File: src/rtl/disk_block_bitmap_allocator_assert.svh
// ----------------------------------------------------------------------------
// Disk block bitmap allocator assertion macros
// Concurrent assertion wrappers that compile away in synthesis.
// ----------------------------------------------------------------------------
`ifndef DISK_BLOCK_BITMAP_ALLOCATOR_ASSERT_SVH
`define DISK_BLOCK_BITMAP_ALLOCATOR_ASSERT_SVH

`ifndef SYNTHESIS
`define DBBA_ASSERT_NOW(lbl, ante, cons, msg) \
  lbl: assert property (@(posedge clk_i) disable iff (!rst_ni) (ante) |-> (cons)) \
    else $error(msg);
`define DBBA_ASSERT_NEXT(lbl, ante, cons, msg) \
  lbl: assert property (@(posedge clk_i) disable iff (!rst_ni) (ante) |=> (cons)) \
    else $error(msg);
`else
`define DBBA_ASSERT_NOW(lbl, ante, cons, msg)
`define DBBA_ASSERT_NEXT(lbl, ante, cons, msg)
`endif

`endif

File: src/rtl/dbba_pkg.sv
// ----------------------------------------------------------------------------
// Disk block bitmap allocator package
// Request codes, result status codes and controller states.
// ----------------------------------------------------------------------------
`timescale 1ns / 1ps
`default_nettype none

package dbba_pkg;

  localparam logic FUNC_ALLOC = 1'b0;
  localparam logic FUNC_FREE  = 1'b1;

  localparam logic [2:0] ST_ALLOCATED     = 3'd0;
  localparam logic [2:0] ST_FREED         = 3'd1;
  localparam logic [2:0] ST_FULL          = 3'd2;
  localparam logic [2:0] ST_NOT_ALLOCATED = 3'd3;
  localparam logic [2:0] ST_BAD_ADDRESS   = 3'd4;

  typedef enum logic [1:0] {
    S_IDLE,
    S_SCAN,
    S_CHECK,
    S_REJECT
  } state_e;

endpackage

`default_nettype wire

File: src/rtl/disk_block_bitmap_allocator.sv
// ----------------------------------------------------------------------------
// Disk block bitmap allocator
// First-fit allocator over a per-cylinder free-space bitmap held in a memory.
// ----------------------------------------------------------------------------
// Requests arrive on the input channel (in_valid_i, in_stall_o) and each one
// produces exactly one result transfer on the output channel (out_valid_o,
// out_stall_i). An allocate request scans the bitmap one cylinder row per
// cycle through the single memory read port. A free request does one
// read-modify-write of its row, and an out-of-range address is answered
// as well. The block handles one request at a time and takes the next one
// the cycle after a result is registered. Results sit in an output
// register; a new request is taken while an earlier result still waits
// there, and the controller holds a finished result, without updating the
// bitmap, until that register is free. Reset marks every row as never
// written through one valid flip-flop per cylinder, so all blocks read as
// free at once and no clearing pass is needed.
// ----------------------------------------------------------------------------
`timescale 1ns / 1ps
`default_nettype none

`include "disk_block_bitmap_allocator_assert.svh"

module disk_block_bitmap_allocator #(
  parameter int unsigned NUM_CYLINDERS       = 8,
  parameter int unsigned BLOCKS_PER_CYLINDER = 8,
  parameter int unsigned RECORDS_PER_TRACK   = 4
) (
  input  wire logic       clk_i,
  input  wire logic       rst_ni,
  input  wire logic       in_valid_i,
  output logic            in_stall_o,
  input  wire logic       func_i,
  input  wire logic [2:0] req_cylinder_i,
  input  wire logic       req_track_i,
  input  wire logic [1:0] req_record_i,
  output logic            out_valid_o,
  input  wire logic       out_stall_i,
  output logic [2:0]      status_o,
  output logic [2:0]      got_cylinder_o,
  output logic            got_track_o,
  output logic [1:0]      got_record_o
);

  localparam int unsigned RW = (NUM_CYLINDERS > 1) ? $clog2(NUM_CYLINDERS) : 1;
  localparam int unsigned BW = (BLOCKS_PER_CYLINDER > 1) ? $clog2(BLOCKS_PER_CYLINDER) : 1;
  localparam int unsigned IW = 7;
  localparam logic [RW-1:0] LAST_ROW = RW'(NUM_CYLINDERS - 1);

  logic [BLOCKS_PER_CYLINDER-1:0] mem [NUM_CYLINDERS];
  logic [NUM_CYLINDERS-1:0]       vld_q;
  logic [BLOCKS_PER_CYLINDER-1:0] rdata_q;
  logic                           rd_vld_q;

  dbba_pkg::state_e state_q, state_d;
  logic [RW-1:0] row_q, row_d;
  logic [RW-1:0] cyl_q, cyl_d;
  logic [BW-1:0] bit_q, bit_d;

  logic       out_valid_q, out_valid_d;
  logic [2:0] status_q;
  logic [2:0] got_cyl_q;
  logic       got_trk_q;
  logic [1:0] got_rec_q;

  logic                           accept;
  logic                           can_post;
  logic                           post;
  logic                           mem_re;
  logic [RW-1:0]                  raddr;
  logic                           mem_we;
  logic [RW-1:0]                  waddr;
  logic [BLOCKS_PER_CYLINDER-1:0] wdata;
  logic [BLOCKS_PER_CYLINDER-1:0] eff_row;
  logic                           fz_found;
  logic [BW-1:0]                  fz_idx;
  logic [IW-1:0]                  req_idx;
  logic                           req_bad;
  logic [2:0]                     res_status;
  logic [2:0]                     res_cyl;
  logic                           res_trk;
  logic [1:0]                     res_rec;
  logic                           trk_tab [BLOCKS_PER_CYLINDER];
  logic [1:0]                     rec_tab [BLOCKS_PER_CYLINDER];

  for (genvar g = 0; g < BLOCKS_PER_CYLINDER; g++) begin : g_addr_tab
    localparam int unsigned TrkVal = g / RECORDS_PER_TRACK;
    localparam int unsigned RecVal = g % RECORDS_PER_TRACK;
    assign trk_tab[g] = 1'(TrkVal);
    assign rec_tab[g] = 2'(RecVal);
  end

  assign accept   = in_valid_i && !in_stall_o;
  assign can_post = !out_valid_q || !out_stall_i;
  assign eff_row  = rd_vld_q ? rdata_q : '0;

  assign req_idx = (req_track_i ? IW'(RECORDS_PER_TRACK) : '0) + IW'(req_record_i);
  assign req_bad = (32'(req_cylinder_i) >= NUM_CYLINDERS)
                || (32'(req_record_i) >= RECORDS_PER_TRACK)
                || (32'(req_idx) >= BLOCKS_PER_CYLINDER);

  always_comb begin
    fz_found = 1'b0;
    fz_idx   = '0;
    for (int i = BLOCKS_PER_CYLINDER - 1; i >= 0; i--) begin
      if (!eff_row[i]) begin
        fz_found = 1'b1;
        fz_idx   = BW'(i);
      end
    end
  end

  always_comb begin
    state_d = state_q;
    case (state_q)
      dbba_pkg::S_IDLE: begin
        if (accept) begin
          if (func_i == dbba_pkg::FUNC_ALLOC) begin
            state_d = dbba_pkg::S_SCAN;
          end else if (req_bad) begin
            state_d = dbba_pkg::S_REJECT;
          end else begin
            state_d = dbba_pkg::S_CHECK;
          end
        end
      end
      dbba_pkg::S_SCAN: begin
        if ((fz_found || row_q == LAST_ROW) && can_post) begin
          state_d = dbba_pkg::S_IDLE;
        end
      end
      dbba_pkg::S_CHECK, dbba_pkg::S_REJECT: begin
        if (can_post) begin
          state_d = dbba_pkg::S_IDLE;
        end
      end
      default: state_d = dbba_pkg::S_IDLE;
    endcase
  end

  always_comb begin
    in_stall_o = (state_q != dbba_pkg::S_IDLE);
    mem_re     = 1'b0;
    raddr      = '0;
    mem_we     = 1'b0;
    waddr      = row_q;
    wdata      = eff_row;
    row_d      = row_q;
    cyl_d      = cyl_q;
    bit_d      = bit_q;
    post       = 1'b0;
    res_status = dbba_pkg::ST_FULL;
    res_cyl    = '0;
    res_trk    = 1'b0;
    res_rec    = '0;
    case (state_q)
      dbba_pkg::S_IDLE: begin
        if (accept) begin
          if (func_i == dbba_pkg::FUNC_ALLOC) begin
            mem_re = 1'b1;
            raddr  = '0;
            row_d  = '0;
          end else if (!req_bad) begin
            mem_re = 1'b1;
            raddr  = RW'(req_cylinder_i);
            cyl_d  = RW'(req_cylinder_i);
            bit_d  = BW'(req_idx);
          end
        end
      end
      dbba_pkg::S_SCAN: begin
        if (fz_found) begin
          if (can_post) begin
            post       = 1'b1;
            mem_we     = 1'b1;
            waddr      = row_q;
            wdata      = eff_row | (BLOCKS_PER_CYLINDER'(1) << fz_idx);
            res_status = dbba_pkg::ST_ALLOCATED;
            res_cyl    = 3'(row_q);
            res_trk    = trk_tab[fz_idx];
            res_rec    = rec_tab[fz_idx];
          end
        end else if (row_q == LAST_ROW) begin
          if (can_post) begin
            post       = 1'b1;
            res_status = dbba_pkg::ST_FULL;
          end
        end else begin
          mem_re = 1'b1;
          raddr  = row_q + RW'(1);
          row_d  = row_q + RW'(1);
        end
      end
      dbba_pkg::S_CHECK: begin
        if (can_post) begin
          post = 1'b1;
          if (eff_row[bit_q]) begin
            mem_we     = 1'b1;
            waddr      = cyl_q;
            wdata      = eff_row & ~(BLOCKS_PER_CYLINDER'(1) << bit_q);
            res_status = dbba_pkg::ST_FREED;
          end else begin
            res_status = dbba_pkg::ST_NOT_ALLOCATED;
          end
        end
      end
      dbba_pkg::S_REJECT: begin
        if (can_post) begin
          post       = 1'b1;
          res_status = dbba_pkg::ST_BAD_ADDRESS;
        end
      end
      default: begin
        post = 1'b0;
      end
    endcase
  end

  always_comb begin
    if (post) begin
      out_valid_d = 1'b1;
    end else if (!out_stall_i) begin
      out_valid_d = 1'b0;
    end else begin
      out_valid_d = out_valid_q;
    end
  end

  always_ff @(posedge clk_i) begin
    if (mem_we) begin
      mem[waddr] <= wdata;
    end
    if (mem_re) begin
      rdata_q  <= mem[raddr];
      rd_vld_q <= vld_q[raddr];
    end
  end

  always_ff @(posedge clk_i or negedge rst_ni) begin
    if (!rst_ni) begin
      vld_q       <= '0;
      state_q     <= dbba_pkg::S_IDLE;
      out_valid_q <= 1'b0;
    end else begin
      if (mem_we) begin
        vld_q[waddr] <= 1'b1;
      end
      state_q     <= state_d;
      out_valid_q <= out_valid_d;
    end
  end

  always_ff @(posedge clk_i) begin
    row_q <= row_d;
    cyl_q <= cyl_d;
    bit_q <= bit_d;
    if (post) begin
      status_q  <= res_status;
      got_cyl_q <= res_cyl;
      got_trk_q <= res_trk;
      got_rec_q <= res_rec;
    end
  end

  assign out_valid_o    = out_valid_q;
  assign status_o       = status_q;
  assign got_cylinder_o = got_cyl_q;
  assign got_track_o    = got_trk_q;
  assign got_record_o   = got_rec_q;

  `DBBA_ASSERT_NOW(a_write_with_result, mem_we, post && can_post,
                   "bitmap written without a result")
  `DBBA_ASSERT_NEXT(a_post_returns_idle, post, state_q == dbba_pkg::S_IDLE,
                    "controller did not return to idle")
  `DBBA_ASSERT_NOW(a_scan_row_range, state_q == dbba_pkg::S_SCAN, row_q <= LAST_ROW,
                   "scan row beyond last cylinder")
  `DBBA_ASSERT_NOW(a_no_address_on_fail,
                   out_valid_o && status_o != dbba_pkg::ST_ALLOCATED,
                   got_cylinder_o == 3'd0 && !got_track_o && got_record_o == 2'd0,
                   "address fields set without an allocation")

endmodule

`default_nettype wire

File: config.mk
export PLATFORM = sky130hd
export DESIGN_NAME = disk_block_bitmap_allocator
export DESIGN_NICKNAME = d
export VERILOG_FILES = /design/src/rtl/dbba_pkg.sv /design/src/rtl/disk_block_bitmap_allocator.sv
export VERILOG_INCLUDE_DIRS = /design/src /design/src/rtl
export SDC_FILE = /design/constraint.sdc
export NUM_CORES = 1
export LEC_CHECK = 0
export ABC_AREA = 1
export BUFFER_PORTS_ARGS = -buffer_cell sky130_fd_sc_hd__buf_4
export CAP_MARGIN = 20
export CORE_UTILIZATION = 30
export CTS_CLUSTER_DIAMETER = 40
export DETAILED_ROUTE_END_ITERATION = 16
export PLACE_DENSITY = 0.47
export SLEW_MARGIN = 30
export SYNTH_ARGS = -nofsm -noshare
export SYNTH_HDL_FRONTEND = slang
export SYNTH_SLANG_ARGS = --single-unit
File: constraint.sdc
create_clock -name clk_i -period 2.4 [get_ports clk_i]
set_input_delay 0.36 -clock clk_i [delete_from_list [all_inputs] [get_ports clk_i]]
set_output_delay 0.36 -clock clk_i [all_outputs]
set_load 0.1 [all_outputs]
==> results of run 1 <==
[area by class of cell]
cell class | count | area, um^2 | share of cell area
Sequential cell | 102 | 3010 | 0.467
Inverter | 77 | 300 | 0.0466
Clock buffer | 10 | 229 | 0.0355
Clock inverter | 6 | 76.3 | 0.0118
Tap cell | 220 | 275 | 0.0427
Timing Repair Buffer | 85 | 753 | 0.117
Multi-Input combinational cell | 348 | 1800 | 0.280
[sequential cells by signal, summed over array words and instances, names as in the netlist]
signal / flops
status_o: 3
got_record_o: 2
out_valid_o: 1
got_track_o: 1
rdata_q: 8
rd_vld_q: 1
vld_q: 8
mem: 64
bit_q: 3
state_q: 2
row_q: 3
got_cylinder_o: 3
cyl_q: 3
[metal layers]
layer	track usage	share of wire	vias up	wire length, um
li1	-	-	1966	-
met1	0.213	0.46	1886	6260
met2	0.262	0.47	69	6380
met3	0.0360	0.039	24	519
met4	0.0626	0.023	0	314
met5	0	0	-	0
[how the worst min path moves through the flow]
stage | start | to | slack [ns] | depth (start not counted)
floorplan | rst_ni | out_valid_o | 0.06 | 0
global placement | rst_ni | state_q[1] | 0.22 | 1
detailed placement | rst_ni | state_q[1] | 0.22 | 1
CTS | req_cylinder_i[0] | cyl_q[0] | 0.17 | 1
global route | req_track_i | bit_q[2] | 0.17 | 1
finish | req_track_i | bit_q[2] | 0.18 | 1
[cells in the final DEF, fill, tap and decap left out, types with 3 or more instances in the layout]
cell,netlist,routed
edfxtp_1,91,91
nand2_2,2,6
dfrtp_1,11,10
nand3_1,57,56
nor2_2,3,4
nand3b_1,34,34
o21ai_0,7,6
nand2_1,168,164
a31oi_1,7,7
inv_1,75,68
clkbuf_16,0,9
ha_1,7,7
buf_4,1,75
nor2_1,31,26
nor2_4,1,5
inv_2,2,5
inv_4,0,3
buf_12,0,9
a21oi_1,11,11
[metrics by stage]
stage | utilization | total power (W) | hold slack, ns | cell area [um^2]
after floorplan | - | 0.00494 | 0.0644 | 5150
after global placement | 0.364 | 0.00669 | 0.222 | 6060
after detailed placement | 0.364 | 0.00667 | 0.225 | 6060
after CTS | 0.383 | 0.00823 | 0.168 | 6370
after global routing | 0.387 | 0.00871 | 0.166 | 6440
final | 0.387 | 0.00825 | 0.180 | 6440
[worst reg2reg max path, cell delays in order, from the launching register on]
cell        delay (ns)
edfxtp_1          0.44
buf_4             0.19
buf_4             0.14
nand2_1           0.08
nand3_1           0.07
nand2_1           0.06
nor2_1            0.04
nand2_1           0.09
nand2_2           0.08
buf_4             0.16
nand3_1           0.07
nand2_1           0.11
nor2_2            0.16
nand2_2           0.10
clkinvlp_4        0.19
[power breakdown]
group,internal [W],leakage (nW),switching [W]
combinational,0.00128,1.73,0.00257
clock,0.000828,0.150,0.000703
sequential,0.00274,0.947,0.000134
[timing repair]
action | in CTS | in global routing
resized for setup | 4 | 20
pin swaps | 0 | 4
setup endpoints to repair | 30 | 70
hold endpoints to repair | 11 | 0
buffers inserted | 0 | 2
hold buffers | 1 | 0
[logic make-up after synthesis]
family	count (synthesis)
and+or+nand+nor	306
buffers and inverters	93
adders and majority gates	7
AOI/OAI and AO/OA	35
DFF	102
==> flow_summary.ini, run 1 <==
[setup_path]
rrSetupSlack_ns = 0.13
crit_chain = buf_4 > buf_4 > nand2_1 > nand3_1 > nand2_1 > nor2_1 > nand2_1 > nand2_2 > buf_4 > nand3_1 > nand2_1 > nor2_2 > nand2_2 > clkinvlp_4
slowest_stage = edfxtp_1
worst_r2r_startpoint = rd_vld_q
cpMostUsedCell = nand2_1
cpPeakStageDelay_ns = 0.44
worstPathRequired_ns = 2.46
crit_type = reg2reg
cp_top_family = simple AND/OR/NAND/NOR gates
crit_buf_inv = 4
crit_end = mem[1][6]
r2r-end = mem[1][6]
cp_max_fo = 8
reg2regPathDepth = 14
worst-path-stages = 14
endpoint_kind = register
critPathLaunch = rd_vld_q
startpoint_type = register
arrival_ns = 2.33

[floorplan]
die_h_um = 133
core_area_um2 = 16600
die_w_um = 133
initial_core_util = 0.309
num_io_pins = 22
rows = 47
die_area_um2 = 17700

[sta]
relSlewSlack = 0.511
period_minus_slack_ns = 2.27
hold_viol_final = 0
setup_slack_ns = 0.134
fin_tns_setup_ns = 0
post-route-period-util = 0.944
rsz0062_at_grt = yes
setup_viol = 0
worst_pin_slew_ns = 0.734
max_clock_freq_mhz = 441
drv_slew = 0
skew_ns = 0.00633

[cts]
root_buffer = clkbuf_16
cts_made_buffers = 9
clk-insertion-delay-late_ns = 0.36
clock_path_buffers = 2
cts_num_sinks = 102
cts_tree = built
clk_pin_slew_ns = 0.07
htree_levels = 3

[drt]
first_iter_violations = 217
drc = 0
final_antenna_net_count = 0
wire_per_inst_um = 15.9
wirelength_um = 13500
via_count = 3945
avgViaCountPerCell = 4.65
dr.pass1.iters = 5

[global_routing]
overflow = 0
grt_max_degree = 37
antenna_found_initial = 1
grt_pass1_wl_um = 21600
track_usage = 0.163
grt_pass1_vias = 3981

[cells_and_area]
areaGrowthSynthToFinish_pct = 25.2
drive_gt1_frac = 0.212
fill_cells = 1657
nets = 641
n_antenna_cell = 0
final_cells = 848

[yosys]
synth_compound_area_frac = 0.0440
synth_area_um2 = 5150
syn_inst = 543
synth_top_family_by_area = simple AND/OR/NAND/NOR gates
ys_seq_elements = 102
yosysUniqueCellTypes = 35
yosysMostFrequentCell = nand2_1
synthArstFlopShare = 0.108
yosys.area_share.adder = 0.0170
ys_top_cells_by_area = edfxtp_1 53%, nand2_1 12%, nand3_1 5.5%
avgSynthCellArea_um2 = 9.48
synthTopCellsByCount = 168 x nand2_1, 91 x edfxtp_1, 75 x inv_1
yosys_warnings = 0
synthMuxAreaShare = 0
yosysSeqAreaShare = 0.584
synth_edf_count = 91
yosysTopAreaCell = edfxtp_1
synth_top_cell_area_share = 0.531
synth-xor-area-share = 0
syn-num-nets = 561
synthSimpleGateAreaFrac = 0.280
ys.flop_type = edfxtp_1

[place]
port_buffers = 21
dpl_worst_slack_ns = -0.0388
post-dp-hpwl_um = 9770
dp_cells = 829
gp_congestion = 0.894

[pwr]
p_leak_nw = 2.83
peakVddDrop_uv = 636
pwr_density_cell_nw_per_um2 = 1280

[outcome]
status = complete, no violations

[worst_hold_path]
hp-class = in2reg

[run]
maxCapViolCount = 0
No activity file was read; power rests on OpenSTA's default activity.
==> run 2, diff against run 1 <==
- ABC_AREA: 1 -> default
- CTS_BUF_LIST: default -> sky130_fd_sc_hd__clkbuf_4
==> run 2 against run 1 <==
The run now ends with setup timing left. Design area down 3.5%. Final cell count shrank 25%. Synthesized cell count shrank 36%. Sequential power decreased by 3%. Critical path depth down 6. Critical path type unchanged. Critical endpoint is now rdata_q[2]. Largest cell class unchanged.
==> flow_summary.ini, run 2 <==
[outcome]
status = complete, but fails checks
violations = setup timing

[yosys]
synth_top_cell_area_share = 0.594
yosysTopAreaCell = edfxtp_1
synthTopCellsByCount = 91 x edfxtp_1, 54 x nand2_1, 21 x a21oi_1
synth_area_um2 = 4600
avgSynthCellArea_um2 = 13.1
ys_top_cells_by_area = edfxtp_1 59%, dfrtp_1 6.0%, nand2_1 4.4%
syn-num-nets = 368
syn_inst = 350
ys.flop_type = edfxtp_1
yosysUniqueCellTypes = 46
ys_seq_elements = 102
yosysSeqAreaShare = 0.654
synthArstFlopShare = 0.108
yosys_warnings = 0
synth_edf_count = 91
yosysMostFrequentCell = edfxtp_1

[global_routing]
track_usage = 0.153
antenna_found_initial = 0
grt_max_degree = 28
grt_pass1_vias = 3174
overflow = 0
grt_pass1_wl_um = 18000

[sta]
period_minus_slack_ns = 2.52
rsz0062_at_grt = yes
skew_ns = 0.0229
setup_viol = 58
worst_pin_slew_ns = 0.463
max_clock_freq_mhz = 396
post-route-period-util = 1.05
timing.hold.ws_ns = 0.0563
setup_slack_ns = -0.123
drv_slew = 0
relSlewSlack = 0.691
fin_tns_setup_ns = -2.02
hold_viol_final = 0

[cts]
htree_levels = 3
cts_tree = built
cts_made_buffers = 9
cts_num_sinks = 102
root_buffer = clkbuf_4
clk_pin_slew_ns = 0.17
clock_path_buffers = 2
clk-insertion-delay-late_ns = 0.48

[cells_and_area]
top_regs = mem: 64 flops, rdata_q: 8 flops, vld_q: 8 flops
n_antenna_cell = 0
design_area_um2 = 6220
largest-register = mem
final_cell_mix = 91 x edfxtp_1, 85 x buf_4, 48 x nand2_1
final_cells = 640
final_common_cell = edfxtp_1
nets = 469
drive_gt1_frac = 0.419
areaGrowthSynthToFinish_pct = 35.3
fill_cells = 1393
largest_reg_flops = 64

[drt]
via_count = 3158
first_iter_violations = 216
avgViaCountPerCell = 4.93
final_antenna_net_count = 0
wirelength_um = 11400
drc = 0
dr.pass1.iters = 5
wire_per_inst_um = 17.8

[place]
gp_congestion = 0.831
port_buffers = 21
dp_cells = 610
place_area_um2 = 5600
post-dp-hpwl_um = 8100

[floorplan]
num_io_pins = 22
die_area_um2 = 15800
die_h_um = 126
core_area_um2 = 14800
initial_core_util = 0.312
rows = 44
die_w_um = 126

[setup_path]
cpPeakStageDelay_ns = 0.53
worstPathRequired_ns = 2.66
crit_type = reg2reg
endpoint_kind = register
startpoint_type = register
arrival_ns = 2.78
crit_buf_inv = 2
cp_top_family = simple AND/OR/NAND/NOR gates
crit_chain = nand3_2 > or4_4 > o31ai_4 > buf_4 > buf_12 > mux2i_4 > a221oi_2 > a31o_2
slowest_stage = or4_4
cp_max_fo = 7

[pwr]
power_w = 0.00701
pwr_density_cell_nw_per_um2 = 1130
peakVddDrop_uv = 473
p_leak_nw = 2.26

[run]
maxCapViolCount = 0

[worst_hold_path]
hp-class = in2reg
[run 2: power by group]
group          total [W]  internal (W)  switching (W)
Sequential       0.00278       0.00261       0.000169
Combinational    0.00337       0.00131        0.00205
Clock           0.000869      0.000239       0.000630
Total            0.00701       0.00416        0.00285
[run 2: metal layers]
metal	vias up	wire, um	track usage
met4	0	116	0.0489
li1	1535	-	-
met2	75	5560	0.240
met5	-	0	0
met1	1539	5170	0.208
met3	9	547	0.0382
[run 2: area by class of cell]
class / count / area, um^2 / share of cell area
inverters: 11 / 41.3 / 0.00664
well taps: 184 / 230 / 0.0370
multi-input cells: 221 / 1850 / 0.297
repair buffers: 106 / 958 / 0.154
clock buffers: 9 / 67.6 / 0.0109
flip-flops and latches: 102 / 3010 / 0.484
clock inverters: 7 / 67.6 / 0.0109
[run 2: worst paths after layout]
check	from	endpoint	slack, ns	cells after the start
worst max-delay path	rd_vld_q	rdata_q[2]	-0.12	8
worst min-delay path	req_track_i	bit_q[2]	0.06	1
worst max register to register	rd_vld_q	rdata_q[2]	-0.12	8
worst min register to register	vld_q[7]	vld_q[7]	0.49	1
max in group asynchronous	rst_ni	out_valid_o	1.98	2
min in group asynchronous	rst_ni	vld_q[6]	0.24	2
[run 2: repair_timing]
item | 4_1_cts | 5_1_grt
gates cloned | 0 | 1
resized for setup | 17 | 48
setup endpoints to repair | 92 | 104
pin swaps | 6 | 9
buffers inserted | 4 | 9
endpoints found under the hold margin | 12 | 1
hold buffers | 2 | 1
[run 2: stage by stage]
| step | worst slack [ns] | util |
|---|---|---|
| final | -0.123 | 0.422 |
| after global routing | -0.181 | 0.422 |
| after CTS | -0.0626 | 0.401 |
| after detailed placement | -0.201 | 0.380 |
| after global placement | -0.155 | 0.380 |
| after floorplan | -0.125 | - |
[run 2: cell families (layout without fill, tap and decap cells)]
logic type,count (synthesis),in the layout,share of synthesized area
mux,19,19,0.0585
simple gates,114,114,0.118
buf+inv,27,133,0.0242
flops,102,102,0.654
compound gates,81,81,0.126
fa+ha+maj,7,7,0.0190
